File: config.mk
export PLATFORM = sky130hd
export DESIGN_NAME = preemptive_priority_scheduler
export DESIGN_NICKNAME = d
export VERILOG_FILES = /design/src/hw/rtl/pps_pkg.sv /design/src/hw/rtl/preemptive_priority_scheduler.sv /design/src/hw/rtl/pps_slot_mem.sv /design/src/hw/rtl/pps_best_sel.sv
export SDC_FILE = /design/constraint.sdc
export NUM_CORES = 2
export LEC_CHECK = 0
export BUFFER_PORTS_ARGS = -buffer_cell sky130_fd_sc_hd__buf_4
export CORE_MARGIN = 2
export CORE_UTILIZATION = 58
export CTS_CLUSTER_DIAMETER = 200
export DETAILED_ROUTE_END_ITERATION = 10
export GPL_ROUTABILITY_DRIVEN = 0
export PLACE_DENSITY = 0.75
export SYNTH_ARGS = -nofsm -noshare
export SYNTH_HDL_FRONTEND = slang
export SYNTH_SLANG_ARGS = --single-unit
File: constraint.sdc
create_clock -name clk -period 28 [get_ports clk]
set_clock_uncertainty 0.2 [all_clocks]
set_input_delay 4.2 -clock clk [delete_from_list [all_inputs] [get_ports clk]]
set_output_delay 4.2 -clock clk [all_outputs]
set_load 0.02 [all_outputs]
File: src/hw/rtl/pps_pkg.sv
`default_nettype none

package pps_pkg;

  // Default size of the process table.
  localparam int unsigned NumSlotsDef = 16;

  localparam int unsigned IdW    = 8;
  localparam int unsigned BurstW = 16;
  localparam int unsigned PrioW  = 8;
  localparam int unsigned TimeW  = 32;
  localparam int unsigned StatW  = 2;

  // Result status codes.
  localparam logic [StatW-1:0] StatDone = 2'd0;
  localparam logic [StatW-1:0] StatFull = 2'd1;
  localparam logic [StatW-1:0] StatZero = 2'd2;

  // One entry of the process table.
  typedef struct packed {
    logic [IdW-1:0]    id;
    logic [BurstW-1:0] remaining;
    logic [BurstW-1:0] burst;
    logic [PrioW-1:0]  prio;
    logic [TimeW-1:0]  arrival;
  } slot_t;

endpackage

`default_nettype wire

File: src/hw/rtl/preemptive_priority_scheduler.sv
`default_nettype none

// Preemptive priority scheduler over a table of NUM_SLOTS process slots.
// An arrive word (mode 0) stores a process in the lowest free slot, stamped
// with the current time; a zero burst or a full table is answered with a
// reject word instead. A tick word (mode 1) serves one time unit to the ready
// process with the smallest priority (ties: earliest arrival, then lowest
// slot) and advances time; a finishing process yields one completion word.
// The block handles one input word at a time and holds in_stall high while
// busy. The table sits in a memory with one write port and one registered
// read port, and one comparator walks it one slot per cycle. An arrive probes
// one slot per cycle up to the first free one. A result that finds the output
// register still held waits until that word is taken. A finished word waits
// in the output register while the next input word is taken.
module preemptive_priority_scheduler #(
  parameter int unsigned NUM_SLOTS = pps_pkg::NumSlotsDef
) (
  input  wire logic                       clk,
  input  wire logic                       rst_n,
  input  wire logic                       in_valid,
  output logic                            in_stall,
  input  wire logic                       in_mode,
  input  wire logic [pps_pkg::IdW-1:0]    in_process_id,
  input  wire logic [pps_pkg::BurstW-1:0] in_burst_time,
  input  wire logic [pps_pkg::PrioW-1:0]  in_priority_req,
  output logic                            out_valid,
  input  wire logic                       out_stall,
  output logic [pps_pkg::StatW-1:0]       out_status,
  output logic [pps_pkg::IdW-1:0]         out_done_id,
  output logic [pps_pkg::TimeW-1:0]       out_finish_time,
  output logic [pps_pkg::TimeW-1:0]       out_turnaround_time,
  output logic [pps_pkg::TimeW-1:0]       out_waiting_time
);

  localparam int unsigned IdxW = $clog2(NUM_SLOTS);
  localparam logic [IdxW-1:0] LastIdx = IdxW'(NUM_SLOTS - 1);

  typedef enum logic [2:0] {
    S_IDLE,   // wait for an input word
    S_FREE,   // probe valid bits for the lowest free slot
    S_SCAN,   // issue table reads, compare the previous slot
    S_DRAIN,  // compare the last slot read
    S_UPD,    // charge the winner one tick, advance time
    S_WT,     // waiting time from turnaround
    S_EMIT    // move the result into the output register
  } state_t;

  state_t state_r;

  // Valid bits live in flops so a free slot reads as empty right after reset.
  logic [NUM_SLOTS-1:0]        valid_r;
  logic [IdxW-1:0]             cnt_r;
  logic [pps_pkg::TimeW-1:0]   time_r;

  // Latched arrive request.
  logic [pps_pkg::IdW-1:0]     req_id_r;
  logic [pps_pkg::BurstW-1:0]  req_burst_r;
  logic [pps_pkg::PrioW-1:0]   req_prio_r;

  // Compare pipeline: slot pipe_idx_r is on the memory read data.
  logic                        pipe_vld_r;
  logic [IdxW-1:0]             pipe_idx_r;

  // Pending result.
  logic [pps_pkg::StatW-1:0]   res_status_r;
  logic [pps_pkg::IdW-1:0]     res_id_r;
  logic [pps_pkg::TimeW-1:0]   res_fin_r;
  logic [pps_pkg::TimeW-1:0]   res_ta_r;
  logic [pps_pkg::TimeW-1:0]   res_wt_r;

  // Output register.
  logic                        out_valid_r;
  logic [pps_pkg::StatW-1:0]   out_status_r;
  logic [pps_pkg::IdW-1:0]     out_id_r;
  logic [pps_pkg::TimeW-1:0]   out_fin_r;
  logic [pps_pkg::TimeW-1:0]   out_ta_r;
  logic [pps_pkg::TimeW-1:0]   out_wt_r;

  logic                        in_acc;
  logic                        out_load;
  logic [pps_pkg::TimeW-1:0]   time_inc;
  logic [pps_pkg::BurstW-1:0]  rem_dec;

  logic                        mem_we;
  logic [IdxW-1:0]             mem_waddr;
  pps_pkg::slot_t              mem_wdata;
  pps_pkg::slot_t              mem_rdata;

  logic                        found;
  logic [IdxW-1:0]             best_idx;
  pps_pkg::slot_t              best;

  assign in_stall = (state_r != S_IDLE);
  assign in_acc   = in_valid && (state_r == S_IDLE);
  assign out_load = (state_r == S_EMIT) && (!out_valid_r || !out_stall);
  assign time_inc = time_r + pps_pkg::TimeW'(1);
  assign rem_dec  = best.remaining - pps_pkg::BurstW'(1);

  // Single write port: new process on arrive, decremented burst on tick.
  always_comb begin
    mem_we    = 1'b0;
    mem_waddr = best_idx;
    mem_wdata = best;
    if (state_r == S_FREE) begin
      mem_we              = !valid_r[cnt_r];
      mem_waddr           = cnt_r;
      mem_wdata.id        = req_id_r;
      mem_wdata.remaining = req_burst_r;
      mem_wdata.burst     = req_burst_r;
      mem_wdata.prio      = req_prio_r;
      mem_wdata.arrival   = time_r;
    end else if (state_r == S_UPD) begin
      mem_we              = found && (rem_dec != '0);
      mem_wdata.remaining = rem_dec;
    end
  end

  pps_slot_mem #(
    .NUM_SLOTS (NUM_SLOTS)
  ) u_mem (
    .clk   (clk),
    .we    (mem_we),
    .waddr (mem_waddr),
    .wdata (mem_wdata),
    .raddr (cnt_r),
    .rdata (mem_rdata)
  );

  pps_best_sel #(
    .NUM_SLOTS (NUM_SLOTS)
  ) u_sel (
    .clk      (clk),
    .rst_n    (rst_n),
    .clr      (in_acc),
    .cand_vld (pipe_vld_r),
    .cand_idx (pipe_idx_r),
    .cand     (mem_rdata),
    .found    (found),
    .best_idx (best_idx),
    .best     (best)
  );

  always_ff @(posedge clk) begin
    if (!rst_n) begin
      state_r     <= S_IDLE;
      valid_r     <= '0;
      time_r      <= '0;
      pipe_vld_r  <= 1'b0;
      out_valid_r <= 1'b0;
    end else begin
      // Read of slot cnt_r lands next cycle; tag it with its valid bit.
      pipe_vld_r <= (state_r == S_SCAN) && valid_r[cnt_r];

      // Drop the output word once taken, unless a new one loads below.
      if (out_valid_r && !out_stall && !out_load) begin
        out_valid_r <= 1'b0;
      end

      unique case (state_r)
        S_IDLE: begin
          if (in_valid) begin
            req_id_r    <= in_process_id;
            req_burst_r <= in_burst_time;
            req_prio_r  <= in_priority_req;
            cnt_r       <= '0;
            if (in_mode) begin
              state_r <= S_SCAN;
            end else if (in_burst_time == '0) begin
              res_status_r <= pps_pkg::StatZero;
              res_id_r     <= in_process_id;
              res_fin_r    <= '0;
              res_ta_r     <= '0;
              res_wt_r     <= '0;
              state_r      <= S_EMIT;
            end else begin
              state_r <= S_FREE;
            end
          end
        end

        S_FREE: begin
          if (!valid_r[cnt_r]) begin
            valid_r[cnt_r] <= 1'b1;
            state_r        <= S_IDLE;
          end else if (cnt_r == LastIdx) begin
            res_status_r <= pps_pkg::StatFull;
            res_id_r     <= req_id_r;
            res_fin_r    <= '0;
            res_ta_r     <= '0;
            res_wt_r     <= '0;
            state_r      <= S_EMIT;
          end else begin
            cnt_r <= cnt_r + IdxW'(1);
          end
        end

        S_SCAN: begin
          pipe_idx_r <= cnt_r;
          if (cnt_r == LastIdx) begin
            state_r <= S_DRAIN;
          end else begin
            cnt_r <= cnt_r + IdxW'(1);
          end
        end

        S_DRAIN: begin
          state_r <= S_UPD;
        end

        S_UPD: begin
          time_r  <= time_inc;
          state_r <= S_IDLE;
          if (found && (rem_dec == '0)) begin
            valid_r[best_idx] <= 1'b0;
            res_status_r      <= pps_pkg::StatDone;
            res_id_r          <= best.id;
            res_fin_r         <= time_inc;
            res_ta_r          <= time_inc - best.arrival;
            state_r           <= S_WT;
          end
        end

        S_WT: begin
          res_wt_r <= res_ta_r - pps_pkg::TimeW'(best.burst);
          state_r  <= S_EMIT;
        end

        S_EMIT: begin
          // Hold until the output register is free or being emptied.
          if (out_load) begin
            out_valid_r  <= 1'b1;
            out_status_r <= res_status_r;
            out_id_r     <= res_id_r;
            out_fin_r    <= res_fin_r;
            out_ta_r     <= res_ta_r;
            out_wt_r     <= res_wt_r;
            state_r      <= S_IDLE;
          end
        end

        default: begin
          state_r <= S_IDLE;
        end
      endcase
    end
  end

  assign out_valid           = out_valid_r;
  assign out_status          = out_status_r;
  assign out_done_id         = out_id_r;
  assign out_finish_time     = out_fin_r;
  assign out_turnaround_time = out_ta_r;
  assign out_waiting_time    = out_wt_r;

endmodule

`default_nettype wire

File: src/hw/rtl/pps_slot_mem.sv
`default_nettype none

module pps_slot_mem #(
  parameter int unsigned NUM_SLOTS = pps_pkg::NumSlotsDef,
  localparam int unsigned IdxW     = $clog2(NUM_SLOTS)
) (
  input  wire logic             clk,
  input  wire logic             we,
  input  wire logic [IdxW-1:0]  waddr,
  input  wire pps_pkg::slot_t   wdata,
  input  wire logic [IdxW-1:0]  raddr,
  output pps_pkg::slot_t        rdata
);

  pps_pkg::slot_t mem [NUM_SLOTS];
  pps_pkg::slot_t rdata_r;

  always_ff @(posedge clk) begin
    if (we) begin
      mem[waddr] <= wdata;
    end
    rdata_r <= mem[raddr];
  end

  assign rdata = rdata_r;

endmodule

`default_nettype wire

File: src/hw/rtl/pps_best_sel.sv
`default_nettype none

module pps_best_sel #(
  parameter int unsigned NUM_SLOTS = pps_pkg::NumSlotsDef,
  localparam int unsigned IdxW     = $clog2(NUM_SLOTS)
) (
  input  wire logic             clk,
  input  wire logic             rst_n,
  input  wire logic             clr,
  input  wire logic             cand_vld,
  input  wire logic [IdxW-1:0]  cand_idx,
  input  wire pps_pkg::slot_t   cand,
  output logic                  found,
  output logic [IdxW-1:0]       best_idx,
  output pps_pkg::slot_t        best
);

  logic           found_r;
  logic [IdxW-1:0] best_idx_r;
  pps_pkg::slot_t best_r;
  logic           take;

  // Strictly better only: a later slot with equal key never displaces the
  // current best, which gives the lowest-slot tie break.
  always_comb begin
    take = cand_vld && (!found_r || (cand.prio < best_r.prio) ||
           ((cand.prio == best_r.prio) && (cand.arrival < best_r.arrival)));
  end

  always_ff @(posedge clk) begin
    if (!rst_n || clr) begin
      found_r <= 1'b0;
    end else if (take) begin
      found_r <= 1'b1;
    end
    if (take) begin
      best_idx_r <= cand_idx;
      best_r     <= cand;
    end
  end

  assign found    = found_r;
  assign best_idx = best_idx_r;
  assign best     = best_r;

endmodule

`default_nettype wire

## Word-level counts from Yosys, hierarchy flattened

Memory sizes are Yosys's and may differ from the RTL's. A register that Yosys moved wholly into a read port is not among the register bits.
Cells that the tools add are included.

| cells by class | value |
|---|---|
| reduce and logical (&&, ||, !) cells | 38 |
| equality and inequality tests | 18 |
| order comparisons | 6 |
| add/subtract/negate cells | 5 |
| mux-type cells | 58 |
| bitwise logic cells | 3 |

Operators by type and width:

| kind | number |
|---|---|
| $pmux 32 s3 | 3 |
| $mux 32 | 7 |
| $mux 16 | 4 |
| $mux 56 | 1 |
| $mux 8 | 7 |
| $add 32x1->32 const B | 1 |
| $logic_not 16->1 | 2 |
| $lt 32x32->1 | 1 |
| $pmux 16 s2 | 1 |
| $sub 32x16->32 | 1 |
| $sub 32x32->32 | 1 |
| $mux 3 | 8 |
| $pmux 8 s3 | 1 |
| $pmux 3 s7 | 1 |
| $and 16x16->16 | 1 |
| $mux 4 | 4 |
| $not 16->16 | 1 |
| $or 16x16->16 | 1 |
| $reduce_bool 16->1 | 1 |
| $sub 16x1->16 const B | 1 |
| $mux 2 | 6 |
| $pmux 4 s3 | 1 |
| $reduce_bool 3->1 | 4 |
| $logic_and 1x1->1 | 11 |
| 25 further kinds | 58 |

| word-level totals | value |
|---|---|
| memories | 1 |
| output and inout port bits | 108 |
| input port bits | 37 |
| word-level logic and storage cells | 156 |
| flip-flop bits (word level) | 390 |
| RAM bits | 1,280 |

Memory list:

| memory | words | bits a word | read ports | clocked after Yosys merged registers in | wr ports | line | text |
|---|---|---|---|---|---|---|---|
| u_mem.mem | 16 | 80 | 1 | 1 | 1 | pps_slot_mem.sv:15 | `pps_pkg::slot_t mem [NUM_SLOTS];` |

## Depth between registers and ports, before layout

| logic depth | value |
|---|---|
| depth after elaboration | 8 |
| mapped depth | 18 |
| gate-level depth less buffers | 17 |

## Modules after synthesis

From an unflattened synthesis, not the netlist that was laid out.

| unflattened totals | value |
|---|---|
| cell total of the unflattened synthesis | 3,754 |
| area total of the unflattened synthesis | 68,441.9 µm² |

Modules (own cells, without submodules):

| module | cells an instance | times used | area each (µm²) | seq. area each (µm²) |
|---|---|---|---|---|
| pps_slot_mem | 2,054 | 1 | 49,422.4 | 40,038.4 |
| preemptive_priority_scheduler | 1,474 | 1 | 15,456.1 | 8,628.3 |
| pps_best_sel | 226 | 1 | 3,563.4 | 2,542.4 |

## Least setup slack after synthesis

Ideal clock, no wire load.

| timing | value |
|---|---|
| path type | input port to flip-flop |
| start point | input port out_stall |
| end point | register out_id_r, in the netlist out_done_id[0], enable pin |
| setup slack | 15.061 ns |
| setup time | 0.722 ns |
| arrival time | 12.016 ns |
| data required time | 27.078 ns |
| buffers on the path | 0 |
| stages on the path | 2 |
| cell sequence | nand2_1 -> nor3b_1 |

| between the ends | value |
|---|---|
| word-level cells in the longest chain between the ends | 4 |

Ends and longest elaborated chain:

| item | line | text |
|---|---|---|
| from (decl) | preemptive_priority_scheduler.sv:27 | `input wire logic out_stall,` |
| $logic_not 1->1 | preemptive_priority_scheduler.sv:95 | `assign out_load = (state_r == S_EMIT) && (!out_valid_r \|\| !out_stall);` |
| $logic_or 1x1->1 | preemptive_priority_scheduler.sv:95 |  |
| $logic_and 1x1->1 | preemptive_priority_scheduler.sv:95 |  |
| $reduce_and 3->1 (no source line) | -- |  |
| to (signal assigned) | preemptive_priority_scheduler.sv:233 | `out_id_r <= res_id_r;` |
| to (decl) | preemptive_priority_scheduler.sv:74 | `logic [pps_pkg::IdW-1:0] out_id_r;` |

Every way passes these cells.
A chain may end at the register's enable or synchronous reset.

## Worst setup path in the final report

| timing | value |
|---|---|
| start point | register cnt_r[1] |
| end point | memory u_mem.mem[3][18] (netlist bit), enable pin |

| between the ends | value |
|---|---|
| word-level cells in the longest chain between the ends | 6 |
| elaborated cells between the ends (all ways) | 7 |
| those cells by class | mux (6); reduce/logical (1) |

Ends and longest elaborated chain:

| item | line | text |
|---|---|---|
| from (decl) | preemptive_priority_scheduler.sv:52 | `logic [IdxW-1:0] cnt_r;` |
| from (signal assigned) | preemptive_priority_scheduler.sv:193 | `cnt_r <= cnt_r + IdxW'(1);` |
| from (signal assigned) | preemptive_priority_scheduler.sv:202 | `cnt_r <= cnt_r + IdxW'(1);` |
| $bmux 1 s4 | preemptive_priority_scheduler.sv:105 | `mem_we = !valid_r[cnt_r];` |
| $mux 1 (implied by the code) | preemptive_priority_scheduler.sv:105 |  |
| $logic_not 1->1 | -- |  |
| $mux 1 | preemptive_priority_scheduler.sv:104 | `if (state_r == S_FREE) begin` |
| $mux 1 | pps_slot_mem.sv:19 | `if (we) begin` |
| $mux 1 (implied by the code) | pps_slot_mem.sv:20 | `mem[waddr] <= wdata;` |
| to (decl) | pps_slot_mem.sv:15 |  |

Parallel ways exist; a longest one is shown, timed or not. The select of a mux whose other input is x is not followed.

==> results.ini <==
[grt]
grt_first_pass_wirelength_microns=232900
grt_pass1_vias=35630
antenna_found_initial=4
grt_max_degree=143
grt_overflow=0
grt_usage=0.2634

[routing]
drt_first_pass_iters=7
num_vias=35640
drc_errors=0
vias_per_cell=6.438
drt_wl_total_microns=158400
wl_per_cell_microns=28.61
antenna_left=0
drt_iter0_markers=4265

[worst_setup_path]
critPathKind=flip-flop to flip-flop
cp-end-kind=flip-flop
critPathMaxFanout=142
crit_required_ps=28190
critPathLaunchType=flip-flop
cp.arrival_ps=7130

[sta]
timing.final.crit_share=0.2478
slew-limit-headroom=0.1964
setup_tns_ps=0
min_period_ps=6937
tightest_slew_ps=1200
slew_violations=0
finalHoldViolations=0
rsz0062_at_grt=no
fmax_mhz=144.2
setup_viol=0

[clocking]
cts_resized=0
cts_made_buffers=170
clockBufferDepth=3
root_buffer=clkbuf_16
clkLatencyLatePin_ps=780
clk_pin_slew_ps=70
clock_sinks=1750
post_cts_buffers=0
ctsHoldBuffers=0
cts_max_level=4
cts_tree=built

[die]
pin_count=145
initial_core_util=0.5838
die_w_microns=348.3
core_sq_um=117800
fp.dieArea_sq_um=121300
die_height_microns=348.3
std_cell_rows=126

[outcome]
outcome=complete, no violations

[cells_and_area]
nets=3982
drive_gt1_frac=0.2417
syn_to_final_growth_pct=13.07
fin_util=0.6601

[job]
max_cap_violations=0

[synthesis]
synth_area_sq_um=68750
ys_seq_area_frac=0.7449
synth.most_common_cell=edfxtp_1
yosysTopAreaCellShare=0.7059
ys_async_sr_fraction=0
synth_common_cells=1616 x edfxtp_1, 404 x mux4_2, 188 x nand2_1, 145 x nor2_1, 134 x dfxtp_1
synthFlopType=edfxtp_1
avgSynthCellArea_sq_um=19.15
synthCells=3590
synth.area.top_cells=edfxtp_1 71%, mux4_2 13%, dfxtp_1 3.9%, ha_1 1.7%, nand2_1 1.0%
yosysTopAreaCell=edfxtp_1
synth.distinct_cells=71
synth_edf_count=1616
yosys_warnings=0
ys_ff_latch=1750
synth_nets=3722

[worst_hold_path]
hold_path.class=flip-flop to flip-flop

[power]
power.internal_uw=4628
ir_drop_v=0.00006521
pwr-share-clk=0.377
p_seq_frac=0.511
power_density_nw_per_um2=77.58
p_sw_frac=0.2326
power.leakage_uw=0.02570
p_sw_uw=1403
pwr-share-comb=0.112

[placement]
portBuffers=144
dpl.hpwl_microns=88210

==> power by group through the flow <==
stage	logic (uW)	clock network, uW	registers, uW
floorplan	475	0	3110
global placement	661	0	3130
detailed placement	674	0	3130
CTS	679	2300	3080
global route	724	2400	3090
finish	675	2270	3080
==> critical path, cell delays in order, from the launching register on <==
cell      delay [ps]
edfxtp_1         850
buf_4            850
buf_12           550
mux4_2           420
mux2i_1          190
mux2_2           260
and2_1           520
inv_1            230
o32ai_2          190
nand2_1          270
nor2_4           160
buf_4            600
buf_4            860
==> placed cells by master, fill, tap and decap left out, types with 52 or more instances in the layout <==
cell	count
a21oi_1	65
and2_1	61
buf_4	255
clkbuf_16	172
dfxtp_1	134
edfxtp_1	1616
ha_1	93
inv_1	76
mux4_2	404
nand2_1	188
nand3_1	54
nor2_1	126
o21ai_0	126
xnor2_1	52
==> area by class of cell <==
| type | instances | area, sq um |
|---|---|---|
| diodes | 2 | 5.005 |
| repair buffers | 257 | 1954 |
| well taps | 1536 | 1922 |
| fillers | 7469 | 40030 |
| flip-flops and latches | 1750 | 51210 |
| clock buffers | 228 | 4674 |
| multi-input cells | 1593 | 16760 |
| inverters | 78 | 295.3 |
| clock inverters | 91 | 919.6 |
==> sequential cells by signal, indices dropped and copies added, names as in the netlist, 2 cells and up <==
register / flops
u_sel.best_idx: 4
time_r: 32
res_status_r: 2
res_id_r: 8
out_turnaround_time: 32
out_finish_time: 32
state_r: 3
pipe_idx_r: 4
u_mem.mem: 1280
req_burst_r: 16
u_sel.best: 80
req_prio_r: 8
valid_r: 16
req_id_r: 8
res_fin_r: 32
out_status: 2
res_wt_r: 32
out_waiting_time: 32
out_done_id: 8
res_ta_r: 32
u_mem.rdata: 80
cnt_r: 4
==> kinds of logic (layout without fill, tap and decap cells) <==
family / Yosys count / after routing / synth area share
flip-flops: 1750 / 1750 / 0.7449
AND/OR/NAND/NOR: 633 / 633 / 0.04526
multiplexers: 408 / 408 / 0.1330
AO/OA/AOI/OAI: 369 / 369 / 0.03427
buffers and inverters: 247 / 654 / 0.01370
adder cells (fa/ha/maj): 95 / 95 / 0.01751
XOR/XNOR: 88 / 88 / 0.01141
other: 0 / 2 / 0
==> metal layers <==
metal | vias up | share of wire | wire [microns] | GRT usage
li1 | 15020 | - | - | -
met4 | 6 | 0.021 | 3285 | 0.07041
met3 | 250 | 0.088 | 13890 | 0.04551
met5 | - | 0.00024 | 38 | 0
met2 | 1871 | 0.49 | 78320 | 0.4280
met1 | 18490 | 0.40 | 62840 | 0.3753
==> final timing paths <==
check | start | endpoint | slack, ps | depth (start not counted)
max | cnt_r[1]$_SDFFCE_PN0P_ | u_mem.mem[3][18]$_DFFE_PP_ | 21060 | 12
min | u_mem.rdata[73]$_DFF_P_ | u_sel.best[73]$_DFFE_PP_ | 200 | 0
max reg2reg | cnt_r[1]$_SDFFCE_PN0P_ | u_mem.mem[3][18]$_DFFE_PP_ | 21060 | 12
min reg2reg | u_mem.rdata[73]$_DFF_P_ | u_sel.best[73]$_DFFE_PP_ | 200 | 0
==> metrics by stage <==
step                worst slack [ps]  area [sq um]  total power [uW]  instances  hold slack, ps
floorplan                      15060         68750              3587       3590           185.5
global placement               20870         72130              3793       5213           185.5
detailed placement             20830         72130              3809       5213           188.7
CTS                            21110         77720              6063       5532           200.6
global route                   20770         77730              6214       5533           198.3
finish                         21060         77740              6031       5535           199.0
No activity file was read; power rests on OpenSTA's default activity.
